**src/rtl/qcr_pkg.sv**
```systemverilog
// shared types, constants and helper functions for the quaternion compose unit
`default_nettype none

package qcr_pkg;

    // widths of the datapath
    localparam int COMP_W = 16;
    localparam int PROD_W = 32;
    localparam int ACC_W = 35;
    localparam int RAD_W = 29;
    localparam int ROOT_W = 15;
    localparam int CNT_W = 8;

    // square root runs two radicand bits per cycle
    localparam int ROOT_ITERS = 15;

    // reset value of the renormalization interval
    localparam logic [CNT_W-1:0] RENORM_RESET = 8'd100;

    // component selectors
    localparam logic [1:0] IDX_X = 2'd0;
    localparam logic [1:0] IDX_Y = 2'd1;
    localparam logic [1:0] IDX_Z = 2'd2;
    localparam logic [1:0] IDX_W = 2'd3;

    // one input beat
    typedef struct packed {
        logic signed [COMP_W-1:0] first_x;
        logic signed [COMP_W-1:0] first_y;
        logic signed [COMP_W-1:0] first_z;
        logic signed [COMP_W-1:0] first_w;
        logic signed [COMP_W-1:0] second_x;
        logic signed [COMP_W-1:0] second_y;
        logic signed [COMP_W-1:0] second_z;
        logic signed [COMP_W-1:0] second_w;
    } in_t;

    // one result beat
    typedef struct packed {
        logic signed [COMP_W-1:0] out_x;
        logic signed [COMP_W-1:0] out_y;
        logic signed [COMP_W-1:0] out_z;
        logic signed [COMP_W-1:0] out_w;
        logic                     renormalized;
    } out_t;

    // one product term: first operand index, second operand index, subtract
    typedef struct packed {
        logic [1:0] a_idx;
        logic [1:0] b_idx;
        logic       neg;
    } term_t;

    // control of the shared multiply-accumulate unit
    typedef struct packed {
        logic mul_en;
        logic neg;
        logic add_en;
        logic clr;
    } mac_ctrl_t;

    // product schedule: four terms per output component, x, y, z, w in turn
    function automatic term_t term_lookup(input logic [3:0] step);
        term_t t;
        case (step)
            4'd0:  t = '{a_idx: IDX_X, b_idx: IDX_W, neg: 1'b0};
            4'd1:  t = '{a_idx: IDX_W, b_idx: IDX_X, neg: 1'b0};
            4'd2:  t = '{a_idx: IDX_Z, b_idx: IDX_Y, neg: 1'b0};
            4'd3:  t = '{a_idx: IDX_Y, b_idx: IDX_Z, neg: 1'b1};
            4'd4:  t = '{a_idx: IDX_Y, b_idx: IDX_W, neg: 1'b0};
            4'd5:  t = '{a_idx: IDX_W, b_idx: IDX_Y, neg: 1'b0};
            4'd6:  t = '{a_idx: IDX_X, b_idx: IDX_Z, neg: 1'b0};
            4'd7:  t = '{a_idx: IDX_Z, b_idx: IDX_X, neg: 1'b1};
            4'd8:  t = '{a_idx: IDX_Z, b_idx: IDX_W, neg: 1'b0};
            4'd9:  t = '{a_idx: IDX_W, b_idx: IDX_Z, neg: 1'b0};
            4'd10: t = '{a_idx: IDX_Y, b_idx: IDX_X, neg: 1'b0};
            4'd11: t = '{a_idx: IDX_X, b_idx: IDX_Y, neg: 1'b1};
            4'd12: t = '{a_idx: IDX_W, b_idx: IDX_W, neg: 1'b0};
            4'd13: t = '{a_idx: IDX_X, b_idx: IDX_X, neg: 1'b1};
            4'd14: t = '{a_idx: IDX_Y, b_idx: IDX_Y, neg: 1'b1};
            4'd15: t = '{a_idx: IDX_Z, b_idx: IDX_Z, neg: 1'b1};
            default: t = '{a_idx: IDX_X, b_idx: IDX_X, neg: 1'b0};
        endcase
        return t;
    endfunction

    // round half up from Q7.28 to Q2.14 and saturate to 16 bits
    function automatic logic signed [COMP_W-1:0] round_sat(input logic signed [ACC_W-1:0] s);
        logic signed [ACC_W-1:0] t;
        logic signed [ACC_W-15:0] r;
        logic signed [COMP_W-1:0] q;
        t = s + 35'sd8192;
        r = $signed(t[ACC_W-1:14]);
        if (r > 21'sd32767) begin
            q = 16'sh7fff;
        end else if (r < -21'sd32768) begin
            q = 16'sh8000;
        end else begin
            q = r[COMP_W-1:0];
        end
        return q;
    endfunction

endpackage

`default_nettype wire

```
**src/rtl/qcr_mac.sv**
```systemverilog
// shared 16x16 signed multiplier with product register and accumulator
`default_nettype none

module qcr_mac (
    input  wire logic                                 aclk,
    input  wire logic signed [qcr_pkg::COMP_W-1:0]    op_a,
    input  wire logic signed [qcr_pkg::COMP_W-1:0]    op_b,
    input  wire qcr_pkg::mac_ctrl_t                   ctrl,
    output logic signed [qcr_pkg::ACC_W-1:0]          sum_o
);

    logic signed [qcr_pkg::PROD_W-1:0] prod_reg;
    logic                              neg_reg;
    logic signed [qcr_pkg::ACC_W-1:0]  acc_reg;
    logic signed [qcr_pkg::ACC_W-1:0]  acc_next;
    logic signed [qcr_pkg::ACC_W-1:0]  prod_ext;
    logic signed [qcr_pkg::ACC_W-1:0]  addend;

    // product stage
    always_ff @(posedge aclk) begin
        if (ctrl.mul_en) begin
            prod_reg <= op_a * op_b;
            neg_reg  <= ctrl.neg;
        end
    end

    // signed accumulate of the registered product
    always_comb begin
        prod_ext = {{(qcr_pkg::ACC_W-qcr_pkg::PROD_W){prod_reg[qcr_pkg::PROD_W-1]}}, prod_reg};
        if (!ctrl.add_en) begin
            addend = '0;
        end else if (neg_reg) begin
            addend = -prod_ext;
        end else begin
            addend = prod_ext;
        end
        sum_o    = acc_reg + addend;
        acc_next = ctrl.clr ? '0 : sum_o;
    end

    always_ff @(posedge aclk) begin
        acc_reg <= acc_next;
    end

endmodule

`default_nettype wire

```
**src/rtl/qcr_sqrt.sv**
```systemverilog
// iterative floor square root, two radicand bits per cycle
`default_nettype none

module qcr_sqrt (
    input  wire logic                          aclk,
    input  wire logic                          aresetn,
    input  wire logic                          start,
    input  wire logic [qcr_pkg::RAD_W-1:0]     rad_i,
    output logic                               done_o,
    output logic [qcr_pkg::ROOT_W-1:0]         root_o
);

    localparam int VAL_W = 2 * qcr_pkg::ROOT_W;
    localparam int REM_W = qcr_pkg::ROOT_W + 2;
    localparam int SH_W  = REM_W + 2;
    localparam logic [3:0] LAST_ITER = 4'(qcr_pkg::ROOT_ITERS - 1);

    logic                          busy_reg;
    logic                          done_reg;
    logic [3:0]                    cnt_reg;
    logic [VAL_W-1:0]              val_reg;
    logic [REM_W-1:0]              rem_reg;
    logic [qcr_pkg::ROOT_W-1:0]    root_reg;

    logic [SH_W-1:0]               rem_sh;
    logic [SH_W-1:0]               trial;
    logic                          ge;
    logic [SH_W-1:0]               rem_new;

    // one restoring step
    always_comb begin
        rem_sh  = {rem_reg, val_reg[VAL_W-1:VAL_W-2]};
        trial   = {2'b00, root_reg, 2'b01};
        ge      = (rem_sh >= trial);
        rem_new = ge ? (rem_sh - trial) : rem_sh;
    end

    // control
    always_ff @(posedge aclk) begin
        if (!aresetn) begin
            busy_reg <= 1'b0;
            done_reg <= 1'b0;
            cnt_reg  <= '0;
        end else begin
            done_reg <= 1'b0;
            if (start) begin
                busy_reg <= 1'b1;
                cnt_reg  <= '0;
            end else if (busy_reg) begin
                cnt_reg <= cnt_reg + 4'd1;
                if (cnt_reg == LAST_ITER) begin
                    busy_reg <= 1'b0;
                    done_reg <= 1'b1;
                end
            end
        end
    end

    // datapath
    always_ff @(posedge aclk) begin
        if (start) begin
            val_reg  <= {{(VAL_W-qcr_pkg::RAD_W){1'b0}}, rad_i};
            rem_reg  <= '0;
            root_reg <= '0;
        end else if (busy_reg) begin
            val_reg  <= {val_reg[VAL_W-3:0], 2'b00};
            rem_reg  <= rem_new[REM_W-1:0];
            root_reg <= {root_reg[qcr_pkg::ROOT_W-2:0], ge};
        end
    end

    assign done_o = done_reg;
    assign root_o = root_reg;

endmodule

`default_nettype wire

```
**src/rtl/quaternion_compose_renormalize_unit.sv**
```systemverilog
// top level: sequencer, operand selection, renormalization and handshakes
//
// Composes two Q2.14 quaternions with one shared 16x16 multiplier. After an
// input beat is accepted the sixteen products run through the multiplier one
// per cycle and the result is then offered. When the call counter passes the
// configured interval the largest component is rebuilt from the other three:
// the four squares go through the same multiplier, the three beside the
// largest are summed, and a two-bit-per-cycle root unit adds 15 iterations.
// s_ready is high only while the sequencer is idle; a finished result waits
// in the output register while the next item is already being worked on.
// cfg_ready is always high; write the interval only while the block is idle.
`default_nettype none

module quaternion_compose_renormalize_unit (
    input  wire logic                aclk,
    input  wire logic                aresetn,
    input  wire logic                s_valid,
    output logic                     s_ready,
    input  wire qcr_pkg::in_t        s_data,
    output logic                     m_valid,
    input  wire logic                m_ready,
    output qcr_pkg::out_t            m_data,
    input  wire logic                cfg_valid,
    output logic                     cfg_ready,
    input  wire logic [7:0]          cfg_data
);

    localparam logic [2:0] S_IDLE = 3'd0;
    localparam logic [2:0] S_MUL  = 3'd1;
    localparam logic [2:0] S_SEL  = 3'd2;
    localparam logic [2:0] S_SQ   = 3'd3;
    localparam logic [2:0] S_RAD  = 3'd4;
    localparam logic [2:0] S_SQRT = 3'd5;
    localparam logic [2:0] S_DONE = 3'd6;

    localparam logic [4:0] MUL_LAST = 5'd16;
    localparam logic [4:0] SQ_LAST  = 5'd4;
    localparam logic signed [qcr_pkg::ACC_W-1:0] ONE_SQ = 35'sd268435456;

    logic [2:0]                        state_reg, state_next;
    logic [4:0]                        step_reg, step_next;
    logic [4:0]                        step_m1;
    logic [qcr_pkg::CNT_W-1:0]         interval_reg;
    logic [qcr_pkg::CNT_W-1:0]         cnt_reg;
    logic [qcr_pkg::CNT_W:0]           cnt_inc;
    logic                              renorm_next;
    logic                              renorm_reg;
    qcr_pkg::in_t                      in_reg;
    logic signed [qcr_pkg::COMP_W-1:0] q_reg [4];
    logic [1:0]                        sel_reg;
    logic                              sel_neg_reg;
    logic                              m_valid_reg;
    qcr_pkg::out_t                     out_reg;

    logic                              accept;
    logic                              out_load;
    qcr_pkg::term_t                    term;
    qcr_pkg::mac_ctrl_t                mac_ctrl;
    logic signed [qcr_pkg::COMP_W-1:0] op_a, op_b;
    logic signed [qcr_pkg::ACC_W-1:0]  mac_sum;
    logic                              q_we;
    logic [1:0]                        q_widx;
    logic signed [qcr_pkg::COMP_W-1:0] q_wdata;
    logic [1:0]                        sel_pick;
    logic [qcr_pkg::COMP_W:0]          mag [4];
    logic [qcr_pkg::COMP_W:0]          best_mag;
    logic signed [qcr_pkg::ACC_W-1:0]  rad_diff;
    logic [qcr_pkg::RAD_W-1:0]         rad;
    logic                              sqrt_start;
    logic                              sqrt_done;
    logic [qcr_pkg::ROOT_W-1:0]        sqrt_root;
    logic signed [qcr_pkg::COMP_W-1:0] root_s;

    assign accept    = s_valid && s_ready;
    assign s_ready   = (state_reg == S_IDLE);
    assign cfg_ready = 1'b1;
    assign m_valid   = m_valid_reg;
    assign m_data    = out_reg;
    assign step_m1   = step_reg - 5'd1;
    assign term      = qcr_pkg::term_lookup(step_reg[3:0]);

    // call counter compare
    assign cnt_inc     = {1'b0, cnt_reg} + 9'd1;
    assign renorm_next = (cnt_inc > {1'b0, interval_reg});

    // largest magnitude, lowest index wins a tie
    always_comb begin
        for (int i = 0; i < 4; i++) begin
            mag[i] = q_reg[i][qcr_pkg::COMP_W-1]
                ? (~{q_reg[i][qcr_pkg::COMP_W-1], q_reg[i]} + 17'd1)
                : {1'b0, q_reg[i]};
        end
        best_mag = mag[0];
        sel_pick = qcr_pkg::IDX_X;
        for (int i = 1; i < 4; i++) begin
            if (mag[i] > best_mag) begin
                best_mag = mag[i];
                sel_pick = 2'(i);
            end
        end
    end

    // radicand, clamped at zero
    always_comb begin
        rad_diff = ONE_SQ - mac_sum;
        rad      = rad_diff[qcr_pkg::ACC_W-1] ? '0 : rad_diff[qcr_pkg::RAD_W-1:0];
    end

    assign root_s = {1'b0, sqrt_root};

    // sequencer
    always_comb begin
        state_next = state_reg;
        step_next  = step_reg;
        mac_ctrl   = '0;
        op_a       = '0;
        op_b       = '0;
        q_we       = 1'b0;
        q_widx     = step_m1[3:2];
        q_wdata    = qcr_pkg::round_sat(mac_sum);
        sqrt_start = 1'b0;
        out_load   = 1'b0;
        case (state_reg)
            S_IDLE: begin
                mac_ctrl.clr = 1'b1;
                step_next    = '0;
                if (s_valid) begin
                    state_next = S_MUL;
                end
            end
            S_MUL: begin
                if (!step_reg[4]) begin
                    mac_ctrl.mul_en = 1'b1;
                    mac_ctrl.neg    = term.neg;
                    case (term.a_idx)
                        qcr_pkg::IDX_X: op_a = in_reg.first_x;
                        qcr_pkg::IDX_Y: op_a = in_reg.first_y;
                        qcr_pkg::IDX_Z: op_a = in_reg.first_z;
                        default:        op_a = in_reg.first_w;
                    endcase
                    case (term.b_idx)
                        qcr_pkg::IDX_X: op_b = in_reg.second_x;
                        qcr_pkg::IDX_Y: op_b = in_reg.second_y;
                        qcr_pkg::IDX_Z: op_b = in_reg.second_z;
                        default:        op_b = in_reg.second_w;
                    endcase
                end
                if (step_reg != '0) begin
                    mac_ctrl.add_en = 1'b1;
                    if (step_m1[1:0] == 2'd3) begin
                        q_we         = 1'b1;
                        mac_ctrl.clr = 1'b1;
                    end
                end
                step_next = step_reg + 5'd1;
                if (step_reg == MUL_LAST) begin
                    step_next  = '0;
                    state_next = renorm_reg ? S_SEL : S_DONE;
                end
            end
            S_SEL: begin
                step_next  = '0;
                state_next = S_SQ;
            end
            S_SQ: begin
                if (!step_reg[2]) begin
                    mac_ctrl.mul_en = 1'b1;
                    op_a            = q_reg[step_reg[1:0]];
                    op_b            = op_a;
                end
                if (step_reg != '0 && step_m1[1:0] != sel_reg) begin
                    mac_ctrl.add_en = 1'b1;
                end
                step_next = step_reg + 5'd1;
                if (step_reg == SQ_LAST) begin
                    state_next = S_RAD;
                end
            end
            S_RAD: begin
                sqrt_start   = 1'b1;
                mac_ctrl.clr = 1'b1;
                state_next   = S_SQRT;
            end
            S_SQRT: begin
                if (sqrt_done) begin
                    q_we       = 1'b1;
                    q_widx     = sel_reg;
                    q_wdata    = sel_neg_reg ? -root_s : root_s;
                    state_next = S_DONE;
                end
            end
            S_DONE: begin
                if (!m_valid_reg || m_ready) begin
                    out_load   = 1'b1;
                    state_next = S_IDLE;
                end
            end
            default: begin
                state_next = S_IDLE;
            end
        endcase
    end

    // control registers
    always_ff @(posedge aclk) begin
        if (!aresetn) begin
            state_reg    <= S_IDLE;
            step_reg     <= '0;
            interval_reg <= qcr_pkg::RENORM_RESET;
            cnt_reg      <= '0;
            renorm_reg   <= 1'b0;
            m_valid_reg  <= 1'b0;
        end else begin
            state_reg <= state_next;
            step_reg  <= step_next;
            if (cfg_valid && cfg_ready) begin
                interval_reg <= cfg_data;
            end
            if (accept) begin
                renorm_reg <= renorm_next;
                cnt_reg    <= renorm_next ? '0 : cnt_inc[qcr_pkg::CNT_W-1:0];
            end
            if (out_load) begin
                m_valid_reg <= 1'b1;
            end else if (m_ready) begin
                m_valid_reg <= 1'b0;
            end
        end
    end

    // payload registers
    always_ff @(posedge aclk) begin
        if (accept) begin
            in_reg <= s_data;
        end
        if (q_we) begin
            q_reg[q_widx] <= q_wdata;
        end
        if (state_reg == S_SEL) begin
            sel_reg     <= sel_pick;
            sel_neg_reg <= q_reg[sel_pick][qcr_pkg::COMP_W-1];
        end
        if (out_load) begin
            out_reg.out_x        <= q_reg[0];
            out_reg.out_y        <= q_reg[1];
            out_reg.out_z        <= q_reg[2];
            out_reg.out_w        <= q_reg[3];
            out_reg.renormalized <= renorm_reg;
        end
    end

    qcr_mac u_mac (
        .aclk  (aclk),
        .op_a  (op_a),
        .op_b  (op_b),
        .ctrl  (mac_ctrl),
        .sum_o (mac_sum)
    );

    qcr_sqrt u_sqrt (
        .aclk    (aclk),
        .aresetn (aresetn),
        .start   (sqrt_start),
        .rad_i   (rad),
        .done_o  (sqrt_done),
        .root_o  (sqrt_root)
    );

    // one item at a time
    a_busy_after_accept : assert property (@(posedge aclk) disable iff (!aresetn)
        accept |=> !s_ready)
        else $error("input accepted while a composition is in flight");

    // counter restarts whenever the item is flagged for renormalization
    a_cnt_restart : assert property (@(posedge aclk) disable iff (!aresetn)
        (accept && renorm_next) |=> (cnt_reg == '0 && renorm_reg))
        else $error("call counter not cleared on renormalization");

    // root completes only while waiting for it, and never above one
    a_root_done : assert property (@(posedge aclk) disable iff (!aresetn)
        sqrt_done |-> (state_reg == S_SQRT && sqrt_root <= 15'd16384))
        else $error("unexpected square root completion");

endmodule

`default_nettype wire
```
**config.mk**
```make
export PLATFORM = sky130hd
export DESIGN_NAME = quaternion_compose_renormalize_unit
export DESIGN_NICKNAME = d
export VERILOG_FILES = /design/src/rtl/qcr_pkg.sv /design/src/rtl/qcr_mac.sv /design/src/rtl/qcr_sqrt.sv /design/src/rtl/quaternion_compose_renormalize_unit.sv
export SDC_FILE = /design/constraint.sdc
export NUM_CORES = 2
export LEC_CHECK = 0
export BUFFER_PORTS_ARGS = -buffer_cell sky130_fd_sc_hd__buf_2
export CORE_AREA = 5 5 231 233
export CTS_BUF_LIST = sky130_fd_sc_hd__clkbuf_8
export CTS_CLUSTER_SIZE = 16
export DETAILED_ROUTE_END_ITERATION = 7
export DIE_AREA = 0 0 236 238
export PLACE_DENSITY = 0.84
export SLEW_MARGIN = 25
export SYNTH_ARGS = -nofsm -noshare
export SYNTH_HDL_FRONTEND = slang
export SYNTH_SLANG_ARGS = --single-unit
```
**constraint.sdc**
```tcl
create_clock -name aclk -period 15.1 [get_ports aclk]
set_input_delay 3.02 -clock aclk [delete_from_list [all_inputs] [get_ports aclk]]
set_output_delay 3.02 -clock aclk [all_outputs]
set_load 0.005 [all_outputs]
```
==> results by group <==
Floorplan
  • Die H: 238 µm
  • Die area: about 56,000 µm²
  • Die Width: between 200 and 250 µm
  • Core Area: 51,000 µm²
  • # rows: 83
  • IO Count: 209
  • Initial Utilization: 64.5%

Clock network
  • Post-CTS Setup Bufs: 0
  • Max clock buf depth: 3
  • Post-cts resize count: 0
  • Clk sinks: 429
  • Clk slew on worst S/H paths: 0.06 ns
  • CTS hold repair buffers: 0
  • Total CTS buffers: 73
  • Worst skew pair latency: 0.68 ns
  • Root Driver: clkbuf_8
  • CTS tree: yes
  • Clock H-tree levels: 3

Drt
  • Via count: approximately 25,000
  • Vias per cell: 6.01
  • Antenna-violating nets left: 0
  • Per-cell routed wire length: 21.5 µm
  • DRC Markers: 0
  • Post-Route WL: between 80 and 90 mm
  • Detailed Routing Iterations Pass 1: 6
  • First DRT Iteration DRCs: 1,888

Logic synthesis
  • Synth cell count leaders: inv_1 (357), edfxtp_1 (322), nand2_1 (312)
  • Top-count cell post-synth: inv_1
  • Synth top area cells: edfxtp_1 (29%), fa_1 (16%), ha_1 (7.9%)
  • Synth unique cells: 88
  • Syn Std Cell Area: 32,900 µm²
  • Sequential area share after synthesis: 35.9%
  • Main synth FF type: edfxtp_1
  • Post-Syn Instances: 3,177
  • FFs w/ async S/R, synth: 0%
  • Register bit count reported by yosys: around 430
  • Share of the synthesized area in the top cell type: 29.4%
  • Area leader, netlist: edfxtp_1
  • Yosys warns: 0
  • Post-synth EDFFs: 322
  • Avg Cell Area, Syn: about 10 µm²

Timing
  • RSZ-0062 raised after global routing: no
  • Slew Limit Fails: 0
  • Final hold slack: 0.504 ns
  • Fin crit share: 67.3%
  • Clock skew: 0.0302 ns
  • Minimum clock period: roughly 10 ns
  • Final setup vio count: 0
  • F_max: 98.4 MHz
  • Worst setup margin: a little under 5 ns
  • Hold Vio Cnt, Final: 0
  • Setup total negative slack: 0 ns
  • Relative slew margins: roughly 27%
  • Measured slew at the worst slew-check pin: 1.09 ns

GRT
  • Vias in the first global route: between 20,000 and 30,000
  • Total track usage: 31.6%
  • Grt ovf: 0
  • First-pass GRT wire length: 140 mm
  • Largest net degree at the start of global routing: 88
  • Initial antenna violation count: 3

Critical path
  • Kind of end point of the critical path: flip-flop
  • Startpoint types: flip-flop
  • Slowest cell on crit path: nor4_1
  • Crit path top cell by count: o21a_1
  • CP max FO: 24
  • CP required: 15.52 ns
  • Critical path's largest stage delay: 0.60 ns
  • WS Path Type: reg2reg
  • Arr. time, crit path: 10.58 ns

Place
  • IO buf count: around 210
  • RePlAce Congestion: between 0.9 and 1
  • Post-Place Cells: around 4,000
  • Detail Placement HPWL: between 60 and 70 mm
  • Pre-CTS setup slack: 5.04 ns

Finish
  • Filler Cells Inserted: 3,724
  • Fin cells: 4,123
  • Synth-to-Final Area Change: 9.87%
  • Fraction of layout instances using a drive strength above 1: 13.3%
  • Nets: 4,002
  • Largest register FFs: 128

Status
  • Run status: finished clean

Power
  • Pwr Total: between 6 and 7 mW
  • Power Density: 178 nW/µm²
  • LEAKAGE: 15.6 nW
  • Worst VDD drop: 0.000117 V

Worst hold path
  • Worst Hold Class: reg2reg

Job
  • MaxCap Viol Count: 0
==> final cells by class <==
cell class	count	area [µm²]	area share, %
clock inverters	51	348	0.962
diodes	1	2.50	0.00692
repair buffers	244	1320	3.65
inverters	358	1350	3.72
clock buffers	77	1060	2.93
flip-flops and latches	429	11800	32.7
well taps	680	851	2.35
multi-input cells	2283	19400	53.7
==> power by group <==
part,switching (mW),internal [mW],leakage [nW]
clock,0.498,0.531,0.768
sequential,0.175,1.68,3.87
combinational,2.22,1.32,11.0
==> path summary, 6_finish.rpt <==
kind	cells after the start	slack [ns]	endpoint	start
max	38	4.94	sel_neg_reg	q_reg[1][6]
min	2	0.50	u_sqrt.val_reg[17]	u_sqrt.val_reg[15]
max reg2reg	38	4.94	sel_neg_reg	q_reg[1][6]
min reg2reg	2	0.50	u_sqrt.val_reg[17]	u_sqrt.val_reg[15]
==> critical path, delay by kind of cell, from the launching register on <==
family | cells | cell delay (ns)
flops | 1 | 0.45
simple gates | 9 | 3.17
mux | 2 | 0.82
xor+xnor | 1 | 0.20
fa+ha+maj | 3 | 0.81
compound gates | 21 | 4.04
buf+inv | 2 | 0.39
==> placed cells by master, fill, tap and decap left out, types with 10 or more instances in the layout <==
cell type  count
xnor2_1      129
o21bai_1      12
a21oi_1      148
a21o_1        50
nand4_1       29
nor3_1        34
edfxtp_1     322
xor2_1        89
nand2b_1      35
and2_1        13
clkinv_1      13
o21ai_1       12
mux2_2        19
o21ai_2       11
buf_2        207
or2_2         10
inv_1        373
nor2b_1       38
buf_4         36
nand2_1      311
and3_1        16
fa_1         264
a31oi_1       14
nor2_1       304
o21a_1        37
a211oi_1      28
or3_1         33
nand3_1       39
o211ai_1      12
mux4_2        41
o21ai_0      108
or4_1         14
o31ai_1       52
o41ai_1       12
ha_1         208
dfxtp_1      105
clkbuf_8      77
mux2i_1       39
==> per-layer routing <==
layer	track usage, %	share of wire, %
met2	54.1	49
met1	40.8	39
met4	11.2	3.4
met3	5.98	7.9
met5	0	0.015
==> kinds of logic (layout without fill, tap and decap cells) <==
group                    Yosys count  after routing  share of synthesized area (%)
AND/OR/NAND/NOR                  922            922                           12.9
adder cells (fa/ha/maj)          472            472                           24.0
other                              2              8                         0.0228
flip-flops                       429            429                           35.9
multiplexers                     100            100                           4.68
buffers and inverters            470            730                           5.43
AO/OA/AOI/OAI                    562            562                           11.2
XOR/XNOR                         220            220                           5.88
==> stage by stage <==
stage / area [µm²] / util (%)
CTS: 36100 / 70.8
detailed placement: 34700 / 68.1
global route: 36100 / 70.9
finish: 36200 / 70.9
global placement: 34700 / 68.0
floorplan: 32900 / -
Power figures use the tool's default switching activity.
